## config.mk

```make
export PLATFORM = sky130hd
export DESIGN_NAME = gbf_mac_flat
export DESIGN_NICKNAME = d
export VERILOG_FILES = /design/src/hdl/gbf_pkg.sv /design/src/hdl/gbf_if.sv /design/src/hdl/gbf_mac.sv /design/src/flat_wrapper.sv
export SDC_FILE = /design/constraint.sdc
export NUM_CORES = 2
export LEC_CHECK = 0
export BUFFER_PORTS_ARGS = -buffer_cell sky130_fd_sc_hd__buf_2
export CAP_MARGIN = 20
export CORE_UTILIZATION = 45
export DETAILED_ROUTE_END_ITERATION = 8
export MAX_ROUTING_LAYER = met4
export RECOVER_POWER = 25
export SYNTH_ARGS = -nofsm -noshare
export SYNTH_HDL_FRONTEND = slang
export SYNTH_SLANG_ARGS = --single-unit
```

## constraint.sdc

```tcl
create_clock -name clk -period 37 [get_ports clk]
set_input_delay 1.85 -clock clk [delete_from_list [all_inputs] [get_ports clk]]
set_output_delay 1.85 -clock clk [all_outputs]
set_load 0.05 [all_outputs]
```

## src/hdl/gbf_pkg.sv

```systemverilog
`default_nettype none
// ----------------------------------------------------------------------------
// gbf_pkg
// Shared constants, types and register codes of the 5x5 Gaussian blur filter.
// ----------------------------------------------------------------------------
package gbf_pkg;

  localparam int MAX_WIDTH  = 1024;
  localparam int MAX_HEIGHT = 4096;
  localparam int MIN_DIM    = 5;
  localparam int KERNEL     = 5;
  localparam int HALF       = KERNEL / 2;

  localparam int PIX_W      = 8;
  localparam int COL_W      = $clog2(MAX_WIDTH);
  localparam int ROW_W      = $clog2(MAX_HEIGHT);
  localparam int WIDTH_W    = COL_W + 1;
  localparam int HEIGHT_W   = ROW_W + 1;
  localparam int WEIGHT_W   = 16;
  localparam int FRAC_W     = 16;
  localparam int CFG_IDX_W  = 3;

  localparam int LINES      = KERNEL - 1;
  localparam int SLOT_W     = $clog2(LINES);

  localparam int SUM1_W     = PIX_W;
  localparam int SUM4_W     = PIX_W + 2;
  localparam int SUM8_W     = PIX_W + 3;
  localparam int PROD1_W    = SUM1_W + WEIGHT_W;
  localparam int PROD4_W    = SUM4_W + WEIGHT_W;
  localparam int PROD8_W    = SUM8_W + WEIGHT_W;
  localparam int ACC_W      = PIX_W + WEIGHT_W + 5;

  localparam logic [WIDTH_W-1:0]  RST_IMAGE_WIDTH      = WIDTH_W'(1024);
  localparam logic [HEIGHT_W-1:0] RST_IMAGE_HEIGHT     = HEIGHT_W'(4096);
  localparam logic [WEIGHT_W-1:0] RST_WEIGHT_CORNER    = WEIGHT_W'(26);
  localparam logic [WEIGHT_W-1:0] RST_WEIGHT_OUT_NEAR  = WEIGHT_W'(216);
  localparam logic [WEIGHT_W-1:0] RST_WEIGHT_OUT_MID   = WEIGHT_W'(439);
  localparam logic [WEIGHT_W-1:0] RST_WEIGHT_IN_CORNER = WEIGHT_W'(1835);
  localparam logic [WEIGHT_W-1:0] RST_WEIGHT_IN_MID    = WEIGHT_W'(3742);
  localparam logic [WEIGHT_W-1:0] RST_WEIGHT_CENTER    = WEIGHT_W'(7196);

  typedef enum logic [CFG_IDX_W-1:0] {
    REG_IMAGE_WIDTH,
    REG_IMAGE_HEIGHT,
    REG_WEIGHT_CORNER,
    REG_WEIGHT_OUTER_NEAR,
    REG_WEIGHT_OUTER_MID,
    REG_WEIGHT_INNER_CORNER,
    REG_WEIGHT_INNER_MID,
    REG_WEIGHT_CENTER
  } reg_idx_t;

  typedef logic [PIX_W-1:0] pix_t;
  typedef pix_t [KERNEL-1:0][KERNEL-1:0] window_t;
  typedef pix_t [LINES-1:0] line_word_t;

  typedef struct packed {
    logic [WEIGHT_W-1:0] corner;
    logic [WEIGHT_W-1:0] outer_near;
    logic [WEIGHT_W-1:0] outer_mid;
    logic [WEIGHT_W-1:0] inner_corner;
    logic [WEIGHT_W-1:0] inner_mid;
    logic [WEIGHT_W-1:0] center;
  } weights_t;

  typedef struct packed {
    logic             valid;
    logic [ROW_W-1:0] row;
    logic [COL_W-1:0] col;
  } win_ctrl_t;

endpackage
`default_nettype wire

```

## src/hdl/gbf_if.sv

```systemverilog
`default_nettype none


interface gbf_res_if;
  logic                valid;
  logic                ready;
  logic [gbf_pkg::PIX_W-1:0] pixel_out;
  logic [gbf_pkg::ROW_W-1:0] out_row;
  logic [gbf_pkg::COL_W-1:0] out_col;

  modport source (output valid, output pixel_out, output out_row, output out_col, input ready);
  modport sink (input valid, input pixel_out, input out_row, input out_col, output ready);
endinterface

`default_nettype wire

```

## src/hdl/gbf_mac.sv

```systemverilog
`default_nettype none
// ----------------------------------------------------------------------------
// gbf_mac
// Symmetric 5x5 weighted sum: class sums, six products, accumulate, saturate.
// ----------------------------------------------------------------------------
module gbf_mac (
  input  logic                clk,
  input  logic                rst,
  input  gbf_pkg::win_ctrl_t  win_ctrl,
  input  gbf_pkg::window_t    window,
  input  gbf_pkg::weights_t   weights,
  output logic                win_ready,
  gbf_res_if.source           res
);

  logic                          sum_valid;
  logic                          sum_adv;
  logic                          sum_free;
  logic [gbf_pkg::ROW_W-1:0]     sum_row;
  logic [gbf_pkg::COL_W-1:0]     sum_col;
  logic [gbf_pkg::SUM4_W-1:0]    sum_corner;
  logic [gbf_pkg::SUM8_W-1:0]    sum_outer_near;
  logic [gbf_pkg::SUM4_W-1:0]    sum_outer_mid;
  logic [gbf_pkg::SUM4_W-1:0]    sum_inner_corner;
  logic [gbf_pkg::SUM4_W-1:0]    sum_inner_mid;
  logic [gbf_pkg::SUM1_W-1:0]    sum_center;

  logic                          prod_valid;
  logic                          prod_adv;
  logic                          prod_free;
  logic [gbf_pkg::ROW_W-1:0]     prod_row;
  logic [gbf_pkg::COL_W-1:0]     prod_col;
  logic [gbf_pkg::PROD4_W-1:0]   prod_corner;
  logic [gbf_pkg::PROD8_W-1:0]   prod_outer_near;
  logic [gbf_pkg::PROD4_W-1:0]   prod_outer_mid;
  logic [gbf_pkg::PROD4_W-1:0]   prod_inner_corner;
  logic [gbf_pkg::PROD4_W-1:0]   prod_inner_mid;
  logic [gbf_pkg::PROD1_W-1:0]   prod_center;

  logic                          o_valid;
  logic                          o_free;
  logic [gbf_pkg::ACC_W-1:0]     acc;
  gbf_pkg::pix_t                 acc_sat;

  assign o_free    = !o_valid || res.ready;
  assign prod_adv  = prod_valid && o_free;
  assign prod_free = !prod_valid || prod_adv;
  assign sum_adv   = sum_valid && prod_free;
  assign sum_free  = !sum_valid || sum_adv;
  assign win_ready = sum_free;

  always_ff @(posedge clk) begin
    if (rst) begin
      sum_valid  <= 1'b0;
      prod_valid <= 1'b0;
      o_valid    <= 1'b0;
    end else begin
      if (sum_free) begin
        sum_valid <= win_ctrl.valid;
      end
      if (prod_free) begin
        prod_valid <= sum_valid;
      end
      if (o_free) begin
        o_valid <= prod_valid;
      end
    end
  end

  // Group taps that share a weight.
  always_ff @(posedge clk) begin
    if (sum_free && win_ctrl.valid) begin
      sum_row          <= win_ctrl.row;
      sum_col          <= win_ctrl.col;
      sum_corner       <= gbf_pkg::SUM4_W'(window[0][0]) + gbf_pkg::SUM4_W'(window[0][4])
                        + gbf_pkg::SUM4_W'(window[4][0]) + gbf_pkg::SUM4_W'(window[4][4]);
      sum_outer_near   <= gbf_pkg::SUM8_W'(window[0][1]) + gbf_pkg::SUM8_W'(window[0][3])
                        + gbf_pkg::SUM8_W'(window[4][1]) + gbf_pkg::SUM8_W'(window[4][3])
                        + gbf_pkg::SUM8_W'(window[1][0]) + gbf_pkg::SUM8_W'(window[3][0])
                        + gbf_pkg::SUM8_W'(window[1][4]) + gbf_pkg::SUM8_W'(window[3][4]);
      sum_outer_mid    <= gbf_pkg::SUM4_W'(window[0][2]) + gbf_pkg::SUM4_W'(window[4][2])
                        + gbf_pkg::SUM4_W'(window[2][0]) + gbf_pkg::SUM4_W'(window[2][4]);
      sum_inner_corner <= gbf_pkg::SUM4_W'(window[1][1]) + gbf_pkg::SUM4_W'(window[1][3])
                        + gbf_pkg::SUM4_W'(window[3][1]) + gbf_pkg::SUM4_W'(window[3][3]);
      sum_inner_mid    <= gbf_pkg::SUM4_W'(window[1][2]) + gbf_pkg::SUM4_W'(window[3][2])
                        + gbf_pkg::SUM4_W'(window[2][1]) + gbf_pkg::SUM4_W'(window[2][3]);
      sum_center       <= window[2][2];
    end
  end

  always_ff @(posedge clk) begin
    if (prod_free && sum_valid) begin
      prod_row          <= sum_row;
      prod_col          <= sum_col;
      prod_corner       <= gbf_pkg::PROD4_W'(sum_corner) * gbf_pkg::PROD4_W'(weights.corner);
      prod_outer_near   <= gbf_pkg::PROD8_W'(sum_outer_near)
                         * gbf_pkg::PROD8_W'(weights.outer_near);
      prod_outer_mid    <= gbf_pkg::PROD4_W'(sum_outer_mid)
                         * gbf_pkg::PROD4_W'(weights.outer_mid);
      prod_inner_corner <= gbf_pkg::PROD4_W'(sum_inner_corner)
                         * gbf_pkg::PROD4_W'(weights.inner_corner);
      prod_inner_mid    <= gbf_pkg::PROD4_W'(sum_inner_mid)
                         * gbf_pkg::PROD4_W'(weights.inner_mid);
      prod_center       <= gbf_pkg::PROD1_W'(sum_center) * gbf_pkg::PROD1_W'(weights.center);
    end
  end

  // Truncate the fraction, saturate at full scale.
  always_comb begin
    acc = gbf_pkg::ACC_W'(prod_corner) + gbf_pkg::ACC_W'(prod_outer_near)
        + gbf_pkg::ACC_W'(prod_outer_mid) + gbf_pkg::ACC_W'(prod_inner_corner)
        + gbf_pkg::ACC_W'(prod_inner_mid) + gbf_pkg::ACC_W'(prod_center);
    if (acc[gbf_pkg::ACC_W-1:gbf_pkg::FRAC_W+gbf_pkg::PIX_W] != '0) begin
      acc_sat = '1;
    end else begin
      acc_sat = acc[gbf_pkg::FRAC_W +: gbf_pkg::PIX_W];
    end
  end

  always_ff @(posedge clk) begin
    if (o_free && prod_valid) begin
      res.pixel_out <= acc_sat;
      res.out_row   <= prod_row;
      res.out_col   <= prod_col;
    end
  end

  assign res.valid = o_valid;

  assert property (@(posedge clk) disable iff (rst)
    $rose(o_valid) |-> $past(prod_valid))
    else $error("result raised without a product stage transaction");

endmodule
`default_nettype wire

```

## src/flat_wrapper.sv

```systemverilog
// flat-port wrapper written by rule: the top's interface ports become plain ports
module gbf_mac_flat 
  (clk, rst, win_ctrl, window, weights, win_ready, res_valid, res_pixel_out, res_out_row, res_out_col, res_ready);
  gbf_res_if res_i ();
  input  logic clk;
  input  logic rst;
  input  gbf_pkg::win_ctrl_t win_ctrl;
  input  gbf_pkg::window_t window;
  input  gbf_pkg::weights_t weights;
  output logic win_ready;
  output wire logic [$bits(res_i.valid)-1:0] res_valid;
  output wire logic [$bits(res_i.pixel_out)-1:0] res_pixel_out;
  output wire logic [$bits(res_i.out_row)-1:0] res_out_row;
  output wire logic [$bits(res_i.out_col)-1:0] res_out_col;
  input wire logic [$bits(res_i.ready)-1:0] res_ready;
  assign res_valid = res_i.valid;
  assign res_pixel_out = res_i.pixel_out;
  assign res_out_row = res_i.out_row;
  assign res_out_col = res_i.out_col;
  assign res_i.ready = res_ready;
  gbf_mac u_core (.clk(clk), .rst(rst), .win_ctrl(win_ctrl), .window(window), .weights(weights), .win_ready(win_ready), .res(res_i));
endmodule
```

==> impl_metrics.env <==
export IMPL_fillCellCount=9758
export IMPL_place_congestion=0.8798
export IMPL_r2r_end="u_core.res.pixel_out[1]"
export IMPL_gr_total_overflow=0
export IMPL_synth_seq_cells=291
export IMPL_critPathTopFamily="compound AO/OA/AOI/OAI gates"
export IMPL_drive_gt1_frac=0.08482
export IMPL_htree_levels=2
export IMPL_synth_ff_type="edfxtp_1"
export IMPL_finalWorstSetupSlack_ns=29.74
export IMPL_core_area_um2=103500
export IMPL_rsz0062_at_grt="no"
export IMPL_regToRegSetupSlack_ns=29.74
export IMPL_ioPinCount=354
export IMPL_insertion_delay_ns=0.62
export IMPL_violations="capacitance limit, slew limit"
export IMPL_setup_viol=0
export IMPL_grt_pass1_wl_um=178900
export IMPL_row_count=118
export IMPL_synthSimpleGateAreaFrac=0.1330
export IMPL_start_util=0.4538
export IMPL_die_h_um=325.1
export IMPL_fin_crit_ns=7.262
export IMPL_path_cells="ha_1, inv_1, fa_1, nor2b_1, o31ai_1, a211oi_1, o2bb2ai_1, a31oi_1, a21oi_1, xnor2_1, fa_1, fa_1, inv_1, fa_1, inv_1, ha_1, a21o_1, a21oi_1, inv_1, or4_1, a21oi_1, nor3_1, a211oi_2, nand2_1"
export IMPL_hold_viol_final=0
export IMPL_cp_data_arrival_time_ns=7.55
export IMPL_status="finished with violations"
export IMPL_reg2reg_depth=24
export IMPL_routedWlPerCell_um=16.66
export IMPL_required_ns=37.28
export IMPL_dieArea_um2=105700
export IMPL_r2r_start="u_core.prod_corner[0]"
export IMPL_grt_pass1_vias=34590
export IMPL_critical_path_class="reg2reg"
export IMPL_cp_start_kind="flop"
export IMPL_syn_inst=4743
export IMPL_nets=6626
export IMPL_cts_resized=0
export IMPL_avgSynthCellArea_um2=9.902
export IMPL_place_ws_ns=29.61
export IMPL_cts_buffers=39
export IMPL_firstDrtPassIters=5
export IMPL_clockBufferDepth=3
export IMPL_path_depth=24
export IMPL_grt_max_degree=164
export IMPL_tightest_slew_ns=2.725
export IMPL_place_detailed_hpwl_um=88320
export IMPL_yosysWarnings=0
export IMPL_cts_sinks=291
export IMPL_synth_top_area_cell="fa_1"
export IMPL_crit_path_top_delay_cell="a211oi_2"
export IMPL_drc=0
export IMPL_vias=32450
export IMPL_antenna_found_initial=5
export IMPL_netlist_area_leader_share=0.3423
export IMPL_tritoncts="done"
export IMPL_max_slew_margin=-0.8206
export IMPL_seq_area_frac_synth=0.1854
export IMPL_synth_area_leaders="fa_1 34%, edfxtp_1 18%, ha_1 13%"
export IMPL_crit_fanout=8
export IMPL_synth_area_um2=46960
export IMPL_clk_pin_slew_ns=0.06
export IMPL_die_w_um=325.1
export IMPL_postCtsSetupBuffers=0
export IMPL_via_per_inst=5.056
export IMPL_drt_total_wl_um=107000
export IMPL_synth_compound_area_frac=0.07510
export IMPL_end_kind="flop"
export IMPL_clock_skew_ns=0.03155
export IMPL_synth_enable_flop_cells=288
export IMPL_holdPathEnd="u_core.prod_row[5]"
export IMPL_maxCapViolations=2
export IMPL_synthXorXnorAreaFrac=0.04140
export IMPL_synth_distinct_cells=72
export IMPL_period_share=0.1963
export IMPL_port_buffers=353
export IMPL_detail_route_antenna_nets=0
export IMPL_cts_hold_fix_buffers=0
export IMPL_slew_violations=46
export IMPL_hold_path_class="reg2reg"
export IMPL_synth_top_family_by_area="adder cells"
export IMPL_cp_slowest_stage_delay_ns=0.65
export IMPL_grt_usage=0.2184
export IMPL_synthAdderAreaFrac=0.4750
export IMPL_drtIter0Drc=1541
export IMPL_cts_root_buf="clkbuf_16"
export IMPL_fmax_mhz=137.7
export IMPL_synthMuxAreaShare=0.0004529
export IMPL_final_setup_tns_ns=0
export IMPL_path_buf_inv=4
export IMPL_areaGrowthSynthToFinish_pct=9.439
export IMPL_synth_nets=6366
export IMPL_async_reset_ff_frac=0
export IMPL_worstHoldStart="u_core.sum_row[5]"
export IMPL_whs_path_depth=0
## sequential cells by signal (all words and copies together) (netlist names)
name / count
u_core.prod_outer_near: 27
u_core.prod_corner: 26
u_core.prod_inner_corner: 26
u_core.prod_inner_mid: 26
u_core.prod_outer_mid: 26
u_core.prod_center: 24
u_core.prod_row: 12
u_core.res.out_row: 12
u_core.sum_row: 12
u_core.sum_outer_near: 11
u_core.prod_col: 10
u_core.res.out_col: 10
u_core.sum_col: 10
u_core.sum_corner: 10
u_core.sum_inner_corner: 10
u_core.sum_inner_mid: 10
u_core.sum_outer_mid: 10
u_core.res.pixel_out: 8
u_core.sum_center: 8
u_core.prod_valid: 1
u_core.res.valid: 1
u_core.sum_valid: 1
## cells by family after synthesis
kind of cell / count (synthesis)
multiplexers: 2
flip-flops: 291
AO/OA/AOI/OAI: 536
adder cells (fa/ha/maj): 1301
AND/OR/NAND/NOR: 1270
buffers and inverters: 1121
XOR/XNOR: 222
## per-stage QoR
step	utilization	hold slack (ns)	std cells	cell area [um2]
2_1_floorplan	-	0.4003	4743	46960
3_3_place_gp	0.4832	0.4011	6342	50010
3_5_place_dp	0.4832	0.4045	6342	50010
4_1_cts	0.4970	0.4170	6414	51440
5_1_grt	0.4966	0.4224	6418	51400
6_report	0.4966	0.4162	6418	51400
## layer usage
layer  global-route usage  wire length, um  vias up
li1                     -                -    15350
met1               0.2711            45510    16340
met2               0.3767            54540      617
met3              0.02884             4386      149
met4              0.05301             2517        0
met5                    -                0        -
## cells in the mapped netlist, types with 3 or more instances
master	number
o41ai_2	3
a211o_1	7
and2_1	455
a2111oi_0	4
dfxtp_1	3
a41o_1	3
nand4_1	6
a311oi_1	5
o311ai_1	3
nor3_1	32
o21ai_0	60
o21ai_1	13
o211ai_1	7
xor2_1	63
edfxtp_1	288
a41oi_1	5
clkbuf_1	135
nand2_1	565
o31a_1	3
nand3b_1	4
a31oi_1	12
and3_1	17
nand3_1	26
a21o_1	90
or3_1	9
a21boi_0	6
nor2_1	96
a31o_1	3
a21oi_1	189
nand4b_1	3
o21a_1	28
nor2b_1	27
fa_1	803
xnor2_1	159
a211oi_1	12
o21bai_1	49
ha_1	498
nand2b_1	18
o31ai_1	7
inv_1	984
## layout by cell type (no fill, tap or decap), types with 5 or more instances in the layout
| master | n |
|---|---|
| a211o_1 | 7 |
| a211oi_1 | 12 |
| a21boi_0 | 6 |
| a21o_1 | 90 |
| a21oi_1 | 189 |
| a311oi_1 | 5 |
| a31oi_1 | 12 |
| a41oi_1 | 5 |
| and2_0 | 8 |
| and2_1 | 447 |
| and3_1 | 17 |
| buf_2 | 341 |
| bufinv_16 | 7 |
| clkbuf_1 | 15 |
| clkbuf_16 | 39 |
| clkinvlp_4 | 6 |
| edfxtp_1 | 288 |
| fa_1 | 803 |
| ha_1 | 498 |
| inv_1 | 984 |
| inv_6 | 5 |
| nand2_1 | 565 |
| nand2b_1 | 18 |
| nand3_1 | 26 |
| nand4_1 | 6 |
| nor2_1 | 96 |
| nor2b_1 | 27 |
| nor3_1 | 32 |
| o211ai_1 | 7 |
| o21a_1 | 28 |
| o21ai_0 | 60 |
| o21ai_1 | 13 |
| o21bai_1 | 49 |
| o31ai_1 | 7 |
| or3_1 | 9 |
| xnor2_1 | 159 |
| xor2_1 | 63 |
## cell type report
type,instances,area (um2),share of cell area
Sequential cell,291,8708,0.1694
Multi-Input combinational cell,3331,34050,0.6624
Antenna cell,4,10.01,0.0001948
Clock inverter,30,436.7,0.008496
Tap cell,1380,1727,0.03359
Timing Repair Buffer,356,1787,0.03476
Clock buffer,42,987.2,0.01921
Inverter,984,3694,0.07186
## how the worst max path moves through the flow
stage                     slack, ns                       from                         to
after CTS                     29.81     u_core.prod_corner[11]    u_core.res.pixel_out[1]
after global placement        29.67                weights[57]  u_core.prod_outer_mid[24]
after floorplan               21.31                  res_ready      u_core.prod_center[0]
final                         29.74      u_core.prod_corner[0]    u_core.res.pixel_out[1]
after detailed placement      29.61                weights[57]  u_core.prod_outer_mid[24]
after global routing          29.35  u_core.prod_outer_near[5]    u_core.res.pixel_out[2]
Power is not shown: default switching activity piles up to over one toggle a cycle in this logic, so the estimate is an artifact.
